===== config.mk =====
export PLATFORM = sky130hd
export DESIGN_NAME = gaussian_to_base_i_minus_1_core
export DESIGN_NICKNAME = d
export VERILOG_FILES = /design/src/rtl/gtb_pkg.sv /design/src/rtl/gtb_dp.sv /design/src/rtl/gtb_ctrl.sv /design/src/rtl/gaussian_to_base_i_minus_1_core.sv
export SDC_FILE = /design/constraint.sdc
export NUM_CORES = 1
export LEC_CHECK = 0
export ABC_CLOCK_PERIOD_IN_PS = 5580
export BUFFER_PORTS_ARGS = -buffer_cell sky130_fd_sc_hd__buf_2
export CORE_MARGIN = 2
export CORE_UTILIZATION = 40
export CTS_CLUSTER_SIZE = 20
export DETAILED_ROUTE_END_ITERATION = 10
export SLEW_MARGIN = 20
export SYNTH_ARGS = -nofsm -noshare
export SYNTH_HDL_FRONTEND = slang
export SYNTH_SLANG_ARGS = --single-unit

===== constraint.sdc =====
create_clock -name clk -period 5.58 [get_ports clk]
set_clock_uncertainty 0.05 [all_clocks]
set_input_delay 1.116 -clock clk [delete_from_list [all_inputs] [get_ports clk]]
set_output_delay 1.116 -clock clk [all_outputs]
set_load 0.005 [all_outputs]

===== src/rtl/gtb_pkg.sv =====
// ----------------------------------------------------------------------------
// gtb_pkg: shared definitions for the Gaussian to base (i-1) converter
// Sizes, controller states and the command/status bundles that join the
// controller to the datapath.
// ----------------------------------------------------------------------------
package gtb_pkg;

  // Width of each input component, read as two's complement.
  localparam int VALUE_BITS     = 24;
  // Depth of the digit store.
  localparam int MAX_DIGITS     = 64;
  // Working values need two bits of headroom over the input width.
  localparam int WORK_BITS      = VALUE_BITS + 2;
  // The digit counter must be able to hold MAX_DIGITS itself.
  localparam int COUNT_BITS     = $clog2(MAX_DIGITS + 1);
  localparam int ADDR_BITS      = $clog2(MAX_DIGITS);
  // Stream data widths, padded to whole bytes.
  localparam int IN_TDATA_BITS  = ((2 * VALUE_BITS + 7) / 8) * 8;
  localparam int OUT_TDATA_BITS = 8;

  typedef enum logic [1:0] {
    ST_IDLE,
    ST_GEN,
    ST_FETCH,
    ST_SEND
  } gtb_state_t;

  // Commands from the controller to the datapath.
  typedef struct packed {
    logic load;     // capture a new input word
    logic step;     // produce one digit and update the working values
    logic fetch;    // read the most significant kept digit
    logic advance;  // read the next lower digit
  } gtb_cmd_t;

  // Status from the datapath to the controller.
  typedef struct packed {
    logic is_zero;     // both working values are zero
    logic count_full;  // the digit store is full
    logic k_zero;      // the digit on display is the least significant one
  } gtb_status_t;

endpackage


===== src/rtl/gtb_dp.sv =====
// ----------------------------------------------------------------------------
// gtb_dp: datapath of the Gaussian to base (i-1) converter
// Holds the working values, the digit store and its read register, and
// carries out one conversion step or one store read per command.
// ----------------------------------------------------------------------------
module gtb_dp (
  input  logic                              clk,
  input  logic                              rst,
  input  gtb_pkg::gtb_cmd_t                 cmd,
  output gtb_pkg::gtb_status_t              status,
  input  logic [gtb_pkg::VALUE_BITS-1:0]    real_part,
  input  logic [gtb_pkg::VALUE_BITS-1:0]    imag_part,
  output logic                              digit,
  output logic                              last_digit
);

  localparam int WB = gtb_pkg::WORK_BITS;
  localparam int VB = gtb_pkg::VALUE_BITS;
  localparam int CB = gtb_pkg::COUNT_BITS;
  localparam int AB = gtb_pkg::ADDR_BITS;

  logic [WB-1:0] work_real;
  logic [WB-1:0] work_imag;
  logic [CB-1:0] digit_count;
  logic [AB-1:0] top_idx;
  logic [AB-1:0] k_idx;
  logic          have_one;
  logic          rd_q;
  logic          digit_store [gtb_pkg::MAX_DIGITS];

  logic          r_bit;
  logic [WB+1:0] a_ext;
  logic [WB+1:0] b_ext;
  logic [WB+1:0] r_ext;
  logic [WB+1:0] sum_re;
  logic [WB+1:0] sum_im;
  logic [AB-1:0] rd_addr;
  logic [AB-1:0] wr_addr;

  // One conversion step: r = (a+b) mod 2, a' = (r-a+b)/2, b' = (r-a-b)/2.
  // Both sums are even, so dropping the low bit is an exact halving.
  always_comb begin
    r_bit  = work_real[0] ^ work_imag[0];
    a_ext  = {{2{work_real[WB-1]}}, work_real};
    b_ext  = {{2{work_imag[WB-1]}}, work_imag};
    r_ext  = {{(WB+1){1'b0}}, r_bit};
    sum_re = r_ext - a_ext + b_ext;
    sum_im = r_ext - a_ext - b_ext;
  end

  assign wr_addr = digit_count[AB-1:0];
  assign rd_addr = cmd.fetch ? top_idx : (k_idx - AB'(1));

  // Working values, digit count and the position of the highest one digit.
  always_ff @(posedge clk) begin
    if (rst) begin
      work_real   <= '0;
      work_imag   <= '0;
      digit_count <= '0;
      top_idx     <= '0;
      have_one    <= 1'b0;
    end else if (cmd.load) begin
      work_real   <= {{(WB-VB){real_part[VB-1]}}, real_part};
      work_imag   <= {{(WB-VB){imag_part[VB-1]}}, imag_part};
      digit_count <= '0;
      top_idx     <= '0;
      have_one    <= 1'b0;
    end else if (cmd.step) begin
      work_real   <= sum_re[WB:1];
      work_imag   <= sum_im[WB:1];
      digit_count <= digit_count + CB'(1);
      if (r_bit) begin
        top_idx  <= wr_addr;
        have_one <= 1'b1;
      end
    end
  end

  // Digit store: one write port, one registered read port.
  always_ff @(posedge clk) begin
    if (cmd.step) begin
      digit_store[wr_addr] <= r_bit;
    end
    if (cmd.fetch || cmd.advance) begin
      rd_q <= digit_store[rd_addr];
    end
  end

  // Index of the digit currently held in the read register.
  always_ff @(posedge clk) begin
    if (rst) begin
      k_idx <= '0;
    end else if (cmd.fetch || cmd.advance) begin
      k_idx <= rd_addr;
    end
  end

  // With no one digit at all the single emitted digit is zero; this also
  // covers a zero input, where nothing was written to the store.
  assign digit      = have_one & rd_q;
  assign last_digit = (k_idx == '0);

  assign status.is_zero    = (work_real == '0) && (work_imag == '0);
  assign status.count_full = (digit_count == CB'(gtb_pkg::MAX_DIGITS));
  assign status.k_zero     = (k_idx == '0);

endmodule


===== src/rtl/gtb_ctrl.sv =====
// ----------------------------------------------------------------------------
// gtb_ctrl: controller of the Gaussian to base (i-1) converter
// Sequences capture, digit generation and most-significant-first output,
// and drives both stream handshakes.
// ----------------------------------------------------------------------------
module gtb_ctrl (
  input  logic                 clk,
  input  logic                 rst,
  input  logic                 in_valid,
  output logic                 in_ready,
  output logic                 out_valid,
  input  logic                 out_ready,
  input  gtb_pkg::gtb_status_t status,
  output gtb_pkg::gtb_cmd_t    cmd
);

  gtb_pkg::gtb_state_t state;
  gtb_pkg::gtb_state_t state_next;

  // State register.
  always_ff @(posedge clk) begin
    if (rst) begin
      state <= gtb_pkg::ST_IDLE;
    end else begin
      state <= state_next;
    end
  end

  // Next state and commands.
  always_comb begin
    state_next  = state;
    cmd         = '0;
    in_ready    = 1'b0;
    out_valid   = 1'b0;
    unique case (state)
      gtb_pkg::ST_IDLE: begin
        in_ready = 1'b1;
        if (in_valid) begin
          cmd.load   = 1'b1;
          state_next = gtb_pkg::ST_GEN;
        end
      end
      gtb_pkg::ST_GEN: begin
        if (status.is_zero || status.count_full) begin
          state_next = gtb_pkg::ST_FETCH;
        end else begin
          cmd.step = 1'b1;
        end
      end
      gtb_pkg::ST_FETCH: begin
        cmd.fetch  = 1'b1;
        state_next = gtb_pkg::ST_SEND;
      end
      gtb_pkg::ST_SEND: begin
        out_valid = 1'b1;
        if (out_ready) begin
          if (status.k_zero) begin
            state_next = gtb_pkg::ST_IDLE;
          end else begin
            cmd.advance = 1'b1;
          end
        end
      end
      default: begin
        state_next = gtb_pkg::ST_IDLE;
      end
    endcase
  end

endmodule


===== src/rtl/gaussian_to_base_i_minus_1_core.sv =====
// ----------------------------------------------------------------------------
// gaussian_to_base_i_minus_1_core: Gaussian integer to base (i-1) digits
// Converts a + b*i to its complex base (i-1) digit string and streams the
// digits out most significant first.
// ----------------------------------------------------------------------------
// Usage:
// The input stream carries one Gaussian integer per word. The output stream
// carries one digit per word, most significant first, leading zeros
// stripped; tlast marks the least significant digit. A zero input gives a
// single digit 0 with tlast.
// Timing: after a word is accepted the block generates its n digits (one
// conversion step per cycle, n is never more than 64), reads the top digit
// from the store, and then presents one digit per cycle while the receiver
// keeps tready high. The single-port read of the digit store sets the
// output pace.
// One item is processed at a time: s_tready is high only while idle.
// When the receiver stalls, the current digit and tlast hold until taken.
// Reset returns the block to idle with no output pending; the digit store
// needs no clearing.
// ----------------------------------------------------------------------------
module gaussian_to_base_i_minus_1_core (
  input  logic                                clk,
  input  logic                                rst,
  // Input word: real_part [23:0], imag_part [47:24].
  input  logic [gtb_pkg::IN_TDATA_BITS-1:0]   s_tdata,
  input  logic                                s_tvalid,
  output logic                                s_tready,
  // Output word: digit [0], zero padding above.
  output logic [gtb_pkg::OUT_TDATA_BITS-1:0]  m_tdata,
  output logic                                m_tlast,
  output logic                                m_tvalid,
  input  logic                                m_tready
);

  localparam int VB = gtb_pkg::VALUE_BITS;

  gtb_pkg::gtb_cmd_t    cmd;
  gtb_pkg::gtb_status_t status;
  logic                 digit;
  logic                 last_digit;

  gtb_ctrl u_ctrl (
    .clk       (clk),
    .rst       (rst),
    .in_valid  (s_tvalid),
    .in_ready  (s_tready),
    .out_valid (m_tvalid),
    .out_ready (m_tready),
    .status    (status),
    .cmd       (cmd)
  );

  gtb_dp u_dp (
    .clk        (clk),
    .rst        (rst),
    .cmd        (cmd),
    .status     (status),
    .real_part  (s_tdata[VB-1:0]),
    .imag_part  (s_tdata[2*VB-1:VB]),
    .digit      (digit),
    .last_digit (last_digit)
  );

  assign m_tdata = {{(gtb_pkg::OUT_TDATA_BITS-1){1'b0}}, digit};
  assign m_tlast = last_digit;

`ifndef SYNTH
  // The block never takes a new word while a digit is on offer.
  a_no_overlap: assert property (@(posedge clk) disable iff (rst)
    !(s_tready && m_tvalid))
    else $error("input ready while output valid");

  // An accepted word keeps the input closed in the next cycle.
  a_busy_after_load: assert property (@(posedge clk) disable iff (rst)
    (s_tvalid && s_tready) |=> !s_tready)
    else $error("input still ready after accepting a word");

  // Delivering the final digit returns the block to idle.
  a_idle_after_last: assert property (@(posedge clk) disable iff (rst)
    (m_tvalid && m_tready && m_tlast) |=> (s_tready && !m_tvalid))
    else $error("block not idle after final digit");

  // The first digit of a run is a one unless it is the only digit.
  a_no_leading_zero: assert property (@(posedge clk) disable iff (rst)
    ($rose(m_tvalid) && !m_tlast) |-> m_tdata[0])
    else $error("leading zero digit emitted");
`endif

endmodule


Word-level counts from Yosys, hierarchy flattened
Memory sizes are Yosys's and may differ from the RTL's. A register that Yosys moved wholly into a read port is not among the register bits.
Index checks and enable logic that the tools add are counted.
Word-level totals
  register bits after elaboration: 74
  memory bits (writable): 64
  bits of input ports: 52
  output and inout port bits: 11
  logic and storage cells: 56
  memories: 1
Cells by class
  $add $sub $neg: 5
  eq/ne operators: 8
  multiplexer cells: 22
  bitwise operators: 2
  reductions and logical operators: 11
Memory list
  u_dp.digit_store: words 64, bits a word 1, read ports 1, clocked after memory_dff 1, write ports 1, line gtb_dp.sv:29  | logic digit_store [gtb_pkg::MAX_DIGITS];
Operators by type and width (number)
  $mux 26: 4
  $logic_not 26->1: 2
  $add 27x27->27: 1
  $sub 2x26->27: 1
  $sub 27x27->27: 1
  $mux 1: 12
  $mux 2: 4
  $pmux 2 s4: 1
  $add 7x1->7 const B: 1
  $eq 7x7->1 const B: 1
  $logic_not 6->1: 1
  $mux 6: 1
  $ne 2x2->1 const B: 3
  $sub 6x1->6 const B: 1
  $eq 2x2->1 const B: 2
  $reduce_and 4->1: 1
  $eq 2x1->1 const B: 1
  $logic_not 2->1: 1
  $logic_or 1x1->1: 2
  $ne 2x1->1 const B: 1
  $reduce_and 2->1: 1
  $reduce_bool 2->1: 1
  $reduce_or 2->1: 1
  $and 1x1->1: 1
  2 further kinds: 2

Longest topological paths before layout
Gate-level depths: netlist (run 1).
  word-level depth: 7
  depth in mapped cells: 18
  depth with buffers taken out: 17

Hierarchy
Synthesis (run 1) repeated with hierarchy kept, for this count alone.
Unflattened totals
  cells, all modules: 1219
  area, all modules: 9879.5 sq um
By module, submodules not included
  gtb_dp: instances 1, cells an instance 1190, area each 9629.2 sq um, sequential area each 3393.3 sq um
  gtb_ctrl: instances 1, cells an instance 20, area each 186.4 sq um, sequential area each 40.0 sq um
  gaussian_to_base_i_minus_1_core: instances 1, cells an instance 9, area each 63.8 sq um, sequential area each 0.0 sq um

Worst setup path after synthesis (run 1)
OpenSTA, ideal clock, no wires.
  path kind: register -> register
  start point: register u_dp.work_real[4]
  end point: register u_dp.work_real[25]
  setup time: 132 ps
  arrival: 3710 ps
  data required time: 5398 ps
  slack: 1688 ps
  cell stages (with the launch flop): 16
  buffers on the path: 0
  clock period less this slack: 3892 ps
  path through: dfxtp_1 > or4_1 > nor3_2 > nand3_1 > nor3_1 > nand2_1 > nor4_1 > xnor2_1 > ha_1 > or2_2 > or3_1 > nand2b_1 > o221ai_2 > a221oi_2 > xnor2_1 > o221ai_2
Between the ends
  longest elaborated chain between the ends: 6
  elaborated cells between the ends (all ways): 10
  those cells by class: add/sub (2); mux (4); reduce/logical (4)
RTL lines
  start, declared: line gtb_dp.sv:22  | logic [WB-1:0] work_real;
  start signal, assigned: line gtb_dp.sv:63  | work_real <= {{(WB-VB){real_part[VB-1]}}, real_part};
  start signal, assigned: line gtb_dp.sv:69  | work_real <= sum_re[WB:1];
  branches (longest 6 deep; another with $sub 2x26->27)
Parallel ways; which one is timed is not known. The select of a mux whose other input is x is not followed.
A chain may end at the register's enable or synchronous reset.

Worst setup path in the final report (run 1)
Same ends and word-level chain as after synthesis.

==> metrics, run 1 <==
CP endpoint kind=flop; hold crit path type=reg2reg; Post-DRT Antenna Nets=0; TritonCTS Buffers=17; EDFF count, synth=65; Max Fclk=between 200 and 250 MHz; postcts setup bufs=0; crit path time final=around 5 ns; gpl congestion=between 0.9 and 1; Layout Nets=~1,200; CTS tree=yes; I/O Pins=63; clock latency on the worst-skew pair=around 0.44 ns; Rel. slew slack=0.4599; die area=roughly 25,000 um2; # H-tree levels=4; post-synth cell types=77; Post-Syn Instances=1,100; clk buf depth=2; unrepaired setup endpoints after global routing=false; 1st-pass router iterations=5; clk sinks=roughly 140; warnings from Yosys=0; max_cap viols=0; Avg WL per Cell=about 18 um; drt drc=0; peak fanout along the critical path=14; Clk pin slew, worst setup/hold paths=around 0.070 ns; Detailed Route WL=~26,000 um; Worst Path Required=a little under 6 ns; final setup fails=0; flops & latches, synth=~140; Fin. Hold Viols=0; core area=between 20,000 and 25,000 um2; routed via count=approximately 8,000; post-cts sizing count=0; Mean Syn Cell Area=about 8.7 um2; Post-DP HPWL=between 15,000 and 20,000 um; global-route wire length before repair=41,740 um; Rows=between 50 and 60; CTS Hold Bufs=0; initial core utilization=0.4075; initial antenna violation count=0; largest net degree at the start of global routing=between 70 and 80; share of post-route cells with drive strength above 1=0.1327; Die W=around 160 um; startpoint class of the critical path=flop; Synth area leader=edfxtp_1; Iter 0 DRT Violations=approximately 530; P&R area growth vs syn=11.79%; Main synth FF type=dfxtp_1; outcome=complete, no violations; commonest non-fill, non-tap cell in the layout=nor2_1; Fin Setup TNS=0 ns; PortBufs=55; Max Transition Viols Final=0; Antenna diodes=0; remaining global-route overflow=0; largest cells by area after synthesis=edfxtp_1 20%, dfxtp_1 15%, nor2_1 8.1%; CP arrival=approximately 5.1 ns; fin crit share=0.8705; overall global routing resource usage=0.2155; Synth async-reset ratio=0; Seq/Total Area, Yosys=0.3590; r2r setup slk=0.72 ns; commonest cells after routing, fill and taps aside=206 x nor2_1, 90 x a21oi_1, 74 x dfxtp_1; Die Y=158.6 um; Root Buffer=clkbuf_16; top-area cell type share of the netlist area=0.2041; vias in the first global route=between 7,000 and 8,000; Mapped Area=~9600 um2; WS Path Type=reg2reg; mean number of vias per cell=5.478; Worst-Margin Slew=roughly 0.81 ns
## flip-flops by register name (all words and copies together), names as in the netlist
name / cells
u_dp.digit_count: 7
u_ctrl.state: 2
u_dp.top_idx: 6
u_dp.work_real: 26
u_dp.rd_q: 1
u_dp.k_idx: 6
u_dp.have_one: 1
u_dp.digit_store: 64
u_dp.work_imag: 26
## path summary, 6_finish.rpt
path	startpoint	endpoint	cells after the start
max	u_dp.work_real[4]	u_dp.work_real[25]	15
max reg2reg	u_dp.work_real[4]	u_dp.work_real[25]	15
min reg2reg	u_dp.have_one	u_dp.have_one	2
min	u_dp.have_one	u_dp.have_one	2
## synth_stat cells, types with 7 or more instances
cell and instances:
nor2_1 206, a21oi_1 90, dfxtp_1 74, edfxtp_1 65
ha_1 60, inv_1 60, xnor2_1 59, nand2_1 57
clkbuf_1 41, a211oi_1 36, nor3_1 36, mux2i_1 22
o21ai_1 21, nand3_1 18, mux4_2 16, xor2_1 14
nor2b_1 12, nor4_1 12, o21ai_0 12, o211ai_1 11
a21o_1 10, buf_2 9, buf_4 9, nand2b_1 9
o21bai_1 9, and3_1 8, nand4_1 8, a31oi_1 7
o31ai_1 7
## cell type report
class / instances / area (um2)
timing repair buffer: 64 / 362.8
clock inverter: 15 / 171.4
tap: 319 / 399.1
inverter: 66 / 247.7
sequential: 139 / 3433
multi-input combinational: 837 / 5652
clock buffer: 17 / 425.4
fill: 2344 / 12780
## layer usage
layer | track usage | vias to the layer above | routed length, um
li1 | - | 3940 | -
met2 | 0.3511 | 221 | 12250
met3 | 0.04545 | 33 | 1415
met5 | 0 | - | 0
met4 | 0.05663 | 0 | 431
met1 | 0.2909 | 3787 | 12130
## worst max-delay path: stages, from the launching register on
cell	delay, ns
dfxtp_1	0.36
or4_1	0.60
nor3_2	0.33
nand3_1	0.20
nor3_1	0.46
nand2_1	0.19
nor4_1	0.32
xnor2_1	0.20
ha_1	0.42
or2_2	0.39
or3_1	0.37
nand2b_1	0.17
o221ai_2	0.21
a221oi_2	0.10
xnor2_1	0.21
o221ai_2	0.13
## cell families after synthesis
group / share of synthesized area
compound gates: 0.1735
mux: 0.06567
xor+xnor: 0.06855
fa+ha+maj: 0.08268
buf+inv: 0.05573
other cells: 0.0003921
simple gates: 0.1945
flops: 0.3590
## per-stage QoR
step / area, um2 / utilization / std cells / hold WS [ns] / worst slack (ns)
finish: 10690 / 0.4555 / 1457 / 0.4535 / 0.7225
CTS: 10660 / 0.4543 / 1456 / 0.4492 / 0.6799
detailed placement: 10070 / 0.4289 / 1424 / 0.4319 / 0.7285
global placement: 10070 / 0.4289 / 1424 / 0.4205 / 0.8830
global route: 10690 / 0.4555 / 1457 / 0.4905 / 0.3459
floorplan: 9587 / - / 1106 / 0.3817 / 1.688
Power of run 1 is left out: the tool's default activity adds up to more than one toggle a clock period on the data nets, which glitch-free logic cannot reach.
==> run 2, diff against run 1 <==
ABC_AREA = 1   (was unset)
CORE_UTILIZATION = 60   (was 40)
PLACE_DENSITY = 0.79   (was unset)
==> metrics, run 2 <==
outcome=complete, no violations (unchanged); postcts setup bufs=0 (unchanged); remaining global-route overflow=0 (unchanged); vias in the first global route=9,958 (was 7,682); FF-to-FF path depth=20 (was 15); clock latency on the worst-skew pair=0.44 ns (about the same); share of post-route cells with drive strength above 1=0.06057 (was 0.1327); # H-tree levels=4 (unchanged); critical-path cell list=ha_2, inv_1, ha_1, nand2_1, nor2_1, nand3_1, inv_1, nand2_1, nor4_1, xor2_1, inv_1, ha_1, inv_1, nand2_1, nor3_1, nand3_1, nand4_1, nand3_1, nand2_1, a21oi_1 (was or4_1, nor3_2, nand3_1, nor3_1, nand2_1, nor4_1, xnor2_1, ha_1, or2_2, or3_1, nand2b_1, o221ai_2, a221oi_2, xnor2_1, o221ai_2); routed via count=11,070 (was 7,981); Synth area leader=edfxtp_1 (unchanged); r2r setup slk=1.46 ns (was 0.72 ns); Mean Syn Cell Area=6.502 um2 (was 8.695 um2); Synth async-reset ratio=0 (unchanged); unrepaired setup endpoints after global routing=false (unchanged); Fin Setup TNS=0 ns (unchanged); mean number of vias per cell=5.800 (was 5.478); overall global routing resource usage=0.3727 (was 0.2155); EDFF count, synth=65 (unchanged); CTS Hold Bufs=0 (unchanged); Rows=48 (was 56); Die W=137.5 um (was 158.6 um); max reg flops=64 (unchanged); final setup fails=0 (unchanged); Largest Register=u_dp.digit_store (unchanged); most frequent cell after synthesis=nand2_1 (was nor2_1); commonest non-fill, non-tap cell in the layout=nand2_1 (was nor2_1); startpoint class of the critical path=flop (unchanged); Max Transition Viols Final=0 (unchanged); 1st-pass router iterations=6 (was 5); PortBufs=55 (unchanged); Worst Path Required=5.83 ns (was 5.84 ns); Critical R2R Capture=u_dp.work_real[21] (was u_dp.work_real[25]); CP startpoint=u_dp.work_imag[0] (was u_dp.work_real[4]); Rel. slew slack=0.3314 (was 0.4599); TritonCTS Buffers=17 (unchanged); CP max stage delay=0.38 ns (was 0.60 ns); slowest stage cell, crit path=ha_1 (was or4_1); peak fanout along the critical path=6 (was 14); CTS tree=yes (unchanged); max_cap viols=0 (unchanged); Mapped Area=10,700 um2 (was 9564 um2); Layout Nets=1,785 (was 1,239); top-area cell type share of the netlist area=0.1825 (was 0.2041); Iter 0 DRT Violations=1,311 (was 525); Post-Syn Instances=1,645 (was 1,100); Post-DP HPWL=25,450 um (was 18,290 um); clk buf depth=2 (unchanged); CP arrival=4.37 ns (was 5.12 ns); warnings from Yosys=0 (unchanged); post-cts sizing count=0 (unchanged); Critical R2R Launch=u_dp.work_imag[0] (was u_dp.work_real[4]); WS Path Type=reg2reg (unchanged); clk sinks=139 (unchanged); fin crit share=0.7390 (was 0.8705); CP endpoint kind=flop (unchanged); commonest cells after routing, fill and taps aside=370 x nand2_1, 251 x nor2_1, 227 x inv_1 (was 206 x nor2_1, 90 x a21oi_1, 74 x dfxtp_1); Avg WL per Cell=17.95 um (was 18.00 um); Root Buffer=clkbuf_16 (unchanged); Post-DRT Antenna Nets=0 (unchanged); core area=17,360 um2 (was 23,470 um2); Synth top cells by count=371 x nand2_1, 251 x nor2_1, 227 x inv_1, 136 x a21oi_1, 132 x nand3_1 (was 206 x nor2_1, 90 x a21oi_1, 74 x dfxtp_1, 65 x edfxtp_1); Detailed Route WL=34,270 um (was 26,220 um); I/O Pins=63 (unchanged); post-synth cell types=40 (was 77); largest cells by area after synthesis=edfxtp_1 18%, dfxtp_1 14%, nand2_1 13% (was edfxtp_1 20%, dfxtp_1 15%, nor2_1 8.1%); number of fill cells=1,611 (was 2,344); Clk pin slew, worst setup/hold paths=0.07 ns (about the same); Seq/Total Area, Yosys=0.3210 (was 0.3590); Main synth FF type=dfxtp_1 (unchanged); gpl congestion=1.051 (was 0.9074); largest registers=u_dp.digit_store x64, u_dp.work_imag x26, u_dp.work_real x26 (unchanged); Worst-Margin Slew=1.003 ns (was 0.8102 ns); initial antenna violation count=1 (was 0); Fin. Hold Viols=0 (unchanged); flops & latches, synth=139 (unchanged); Max Fclk=242.5 MHz (was 205.9 MHz); Die Y=137.5 um (was 158.6 um); global-route wire length before repair=53,050 um (was 41,740 um); drt drc=0 (unchanged); crit path time final=4.124 ns (was 4.858 ns); P&R area growth vs syn=8.749% (was 11.79%); die area=18,910 um2 (was 25,160 um2); Antenna diodes=0 (unchanged); end point of the critical path=u_dp.work_real[21] (was u_dp.work_real[25]); largest net degree at the start of global routing=89 (was 76); initial core utilization=0.6163 (was 0.4075); hold crit path type=reg2reg (unchanged)
[run 2: through the flow]
stage | hold slack (ns) | instance area [um2] | cells | worst slack (ns) | utilization
after global placement | 0.3946 | 11060 | 1877 | 1.642 | 0.6370
after CTS | 0.4061 | 11630 | 1909 | 1.569 | 0.6702
after detailed placement | 0.3974 | 11060 | 1877 | 1.611 | 0.6370
final | 0.4055 | 11630 | 1909 | 1.456 | 0.6702
after global routing | 0.4388 | 11630 | 1909 | 1.058 | 0.6702
after floorplan | 0.3793 | 10720 | 1651 | 2.270 | -
[run 2: final cells by class]
class / instances / area [um2] / share of cell area
clock inverter: 15 / 151.4 / 0.01301
tap: 225 / 281.5 / 0.02420
inverter: 231 / 867.1 / 0.07454
sequential: 139 / 3433 / 0.2951
multi-input combinational: 1219 / 6138 / 0.5277
clock buffer: 17 / 425.4 / 0.03657
timing repair buffer: 63 / 335.3 / 0.02883
[run 2: how the worst min path moves through the flow]
| stage | cells past startpoint | end | startpoint | slack (ns) |
|---|---|---|---|---|
| 2_1_floorplan | 2 | u_dp.top_idx[4] | u_dp.top_idx[4] | 0.38 |
| 3_3_place_gp | 2 | u_dp.top_idx[4] | u_dp.top_idx[4] | 0.39 |
| 3_5_place_dp | 2 | u_dp.top_idx[4] | u_dp.top_idx[4] | 0.40 |
| 4_1_cts | 2 | u_dp.top_idx[4] | u_dp.top_idx[4] | 0.41 |
| 5_1_grt | 2 | u_dp.top_idx[4] | u_dp.top_idx[4] | 0.44 |
| 6_report | 2 | u_dp.have_one | u_dp.have_one | 0.41 |
[run 2: worst max-delay path: cells and delay by family, from the launching register on]
family / cells / cell delay [ns]
compound gates: 1 / 0.06
buf+inv: 4 / 0.49
fa+ha+maj: 3 / 0.77
simple gates: 11 / 2.08
xor+xnor: 1 / 0.17
flops: 1 / 0.36
[run 2: logic make-up after synthesis]
kind of cell             count (synthesis)  share of synthesized area
AO/OA/AOI/OAI                          292                     0.1470
flip-flops                             139                     0.3210
multiplexers                             6                   0.005615
other                                    1                  0.0003506
adder cells (fa/ha/maj)                 62                    0.07393
buffers and inverters                  293                     0.1077
XOR/XNOR                                37                    0.03030
AND/OR/NAND/NOR                        815                     0.3141
[run 2: metal layers]
metal / vias to the layer above / track usage / share of wire
met1: 5041 / 0.5176 / 0.43
li1: 5374 / - / -
met3: 79 / 0.09382 / 0.11
met4: 0 / 0.1226 / 0.031
met2: 579 / 0.5669 / 0.43
met5: - / 0 / 0
Power of run 2 is left out for the same reason.
==> run 3, diff against run 2 <==
ABC_CLOCK_PERIOD_IN_PS = 4250   (was 5580)
clock period = 4.25 ns   (was 5.58 ns; I/O delays follow)
==> metrics, run 3 (synthesis gave the netlist of run 2 again) <==
Worst Path Required=4.49 ns (was 5.83 ns); WHS=0.4140 ns (was 0.4055 ns); Post-DP HPWL=25,390 um (was 25,450 um); die area=18,910 um2 (unchanged); Rows=48 (unchanged); fin crit share=0.9254 (was 0.7390); CP endpoint kind=flop (unchanged); commonest cells after routing, fill and taps aside=370 x nand2_1, 249 x nor2_1, 226 x inv_1 (was 370 x nand2_1, 251 x nor2_1, 227 x inv_1); max reg flops=64 (unchanged); Die Y=137.5 um (unchanged); clock latency on the worst-skew pair=0.43 ns (was 0.44 ns); largest net degree at the start of global routing=88 (was 89); global-route wire length before repair=53,620 um (was 53,050 um); CTS tree=yes (unchanged); mean number of vias per cell=5.818 (was 5.800); I/O Pins=63 (unchanged); initial antenna violation count=0 (was 1); largest registers=u_dp.digit_store x64, u_dp.work_imag x26, u_dp.work_real x26 (unchanged); crit path time final=3.933 ns (was 4.124 ns); Layout Nets=1,789 (was 1,785); vias in the first global route=10,140 (was 9,958); Largest Register=u_dp.digit_store (unchanged); hold crit path type=reg2reg (unchanged); max_cap viols=0 (unchanged); initial core utilization=0.6163 (unchanged); startpoint class of the critical path=flop (unchanged); WS Path Type=reg2reg (unchanged); core area=17,360 um2 (unchanged); post-cts sizing count=0 (unchanged); CP arrival=4.17 ns (was 4.37 ns); remaining global-route overflow=0 (unchanged); worst slack at placement=0.2053 ns (was 1.611 ns); Worst-Margin Slew=1.011 ns (was 1.003 ns); TritonCTS Buffers=17 (unchanged); Fin. Hold Viols=0 (unchanged); Max Fclk=254.3 MHz (was 242.5 MHz); drt drc=0 (unchanged); Root Buffer=clkbuf_16 (unchanged); Rel. slew slack=0.3252 (was 0.3314); Post-DRT Antenna Nets=0 (unchanged); P&R area growth vs syn=9.100% (was 8.749%); Max Transition Viols Final=0 (unchanged); clk sinks=139 (unchanged); peak fanout along the critical path=6 (unchanged); Fin Setup TNS=0 ns (unchanged); final setup fails=0 (unchanged); 1st-pass router iterations=8 (was 6); clk buf depth=2 (unchanged); Sequential cell area=3433 um2 (unchanged); PortBufs=55 (unchanged); number of fill cells=1,581 (was 1,611); routed via count=11,130 (was 11,070); commonest non-fill, non-tap cell in the layout=nand2_1 (unchanged); unrepaired setup endpoints after global routing=false (unchanged); Avg WL per Cell=18.01 um (was 17.95 um); share of post-route cells with drive strength above 1=0.06754 (was 0.06057); Iter 0 DRT Violations=1,297 (was 1,311); area of the multi-input gates=6170 um2 (was 6138 um2); Antenna diodes=0 (unchanged); Clk pin slew, worst setup/hold paths=0.07 ns (about the same); gpl congestion=1.043 (was 1.051); outcome=complete, no violations (unchanged); Detailed Route WL=34,450 um (was 34,270 um); Final Worst Setup Slack=0.3170 ns (was 1.456 ns); CTS Hold Bufs=0 (unchanged); overall global routing resource usage=0.3738 (was 0.3727); Die W=137.5 um (unchanged); # H-tree levels=4 (unchanged); postcts setup bufs=0 (unchanged)
-- run 3: cell types whose count changed in the layout (fill, tap and decap cells not counted), moves of 2 or more --
cell	previous run	this run
ha_2	1	3
ha_1	59	56
buf_4	8	12
nor2_1	251	249
inv_6	5	7
nor2_2	0	2
-- run 3: through the flow --
stage	std cells	area (um2)	util
4_1_cts	1913	11640	0.6706
5_1_grt	1913	11670	0.6724
6_report	1913	11670	0.6724
3_5_place_dp	1881	11090	0.6387
2_1_floorplan	1651	10720	-
3_3_place_gp	1881	11090	0.6387
-- run 3: layer usage --
layer	vias up	wire [um]	GRT usage
li1	5396	-	-
met1	5002	14500	0.5077
met2	640	14600	0.5650
met3	91	4137	0.1038
met4	0	1218	0.1426
met5	-	0	0
-- run 3: critical path: stages, from the launching register on --
cell     delay [ns]
dfxtp_1        0.36
ha_2           0.22
inv_1          0.05
ha_1           0.19
nand2_1        0.15
nor2_2         0.22
nand3_1        0.15
inv_1          0.12
nand2_1        0.14
nor4_1         0.30
xor2_1         0.18
inv_1          0.08
ha_2           0.33
inv_2          0.14
nand2_1        0.13
nor3_1         0.25
nand2_1        0.15
nor2_1         0.11
nand2_1        0.11
nand3_1        0.11
nand3_1        0.08
nand2_1        0.11
a21oi_1        0.06
-- run 3: path summary, 6_finish.rpt --
check | from | end | slack, ns | cells after the start
min reg2reg | u_dp.top_idx[4] | u_dp.top_idx[4] | 0.41 | 2
max reg2reg | u_dp.work_imag[0] | u_dp.work_real[22] | 0.32 | 22
min | u_dp.top_idx[4] | u_dp.top_idx[4] | 0.41 | 2
max | u_dp.work_imag[0] | u_dp.work_real[22] | 0.32 | 22
-- run 3: cell type report --
type | instances | area share
well taps | 225 | 0.02412
inverters | 231 | 0.07430
clock inverters | 14 | 0.01061
flip-flops and latches | 139 | 0.2942
repair buffers | 67 | 0.03131
clock buffers | 18 | 0.03678
multi-input cells | 1219 | 0.5287
Power of run 3 is left out for the same reason.
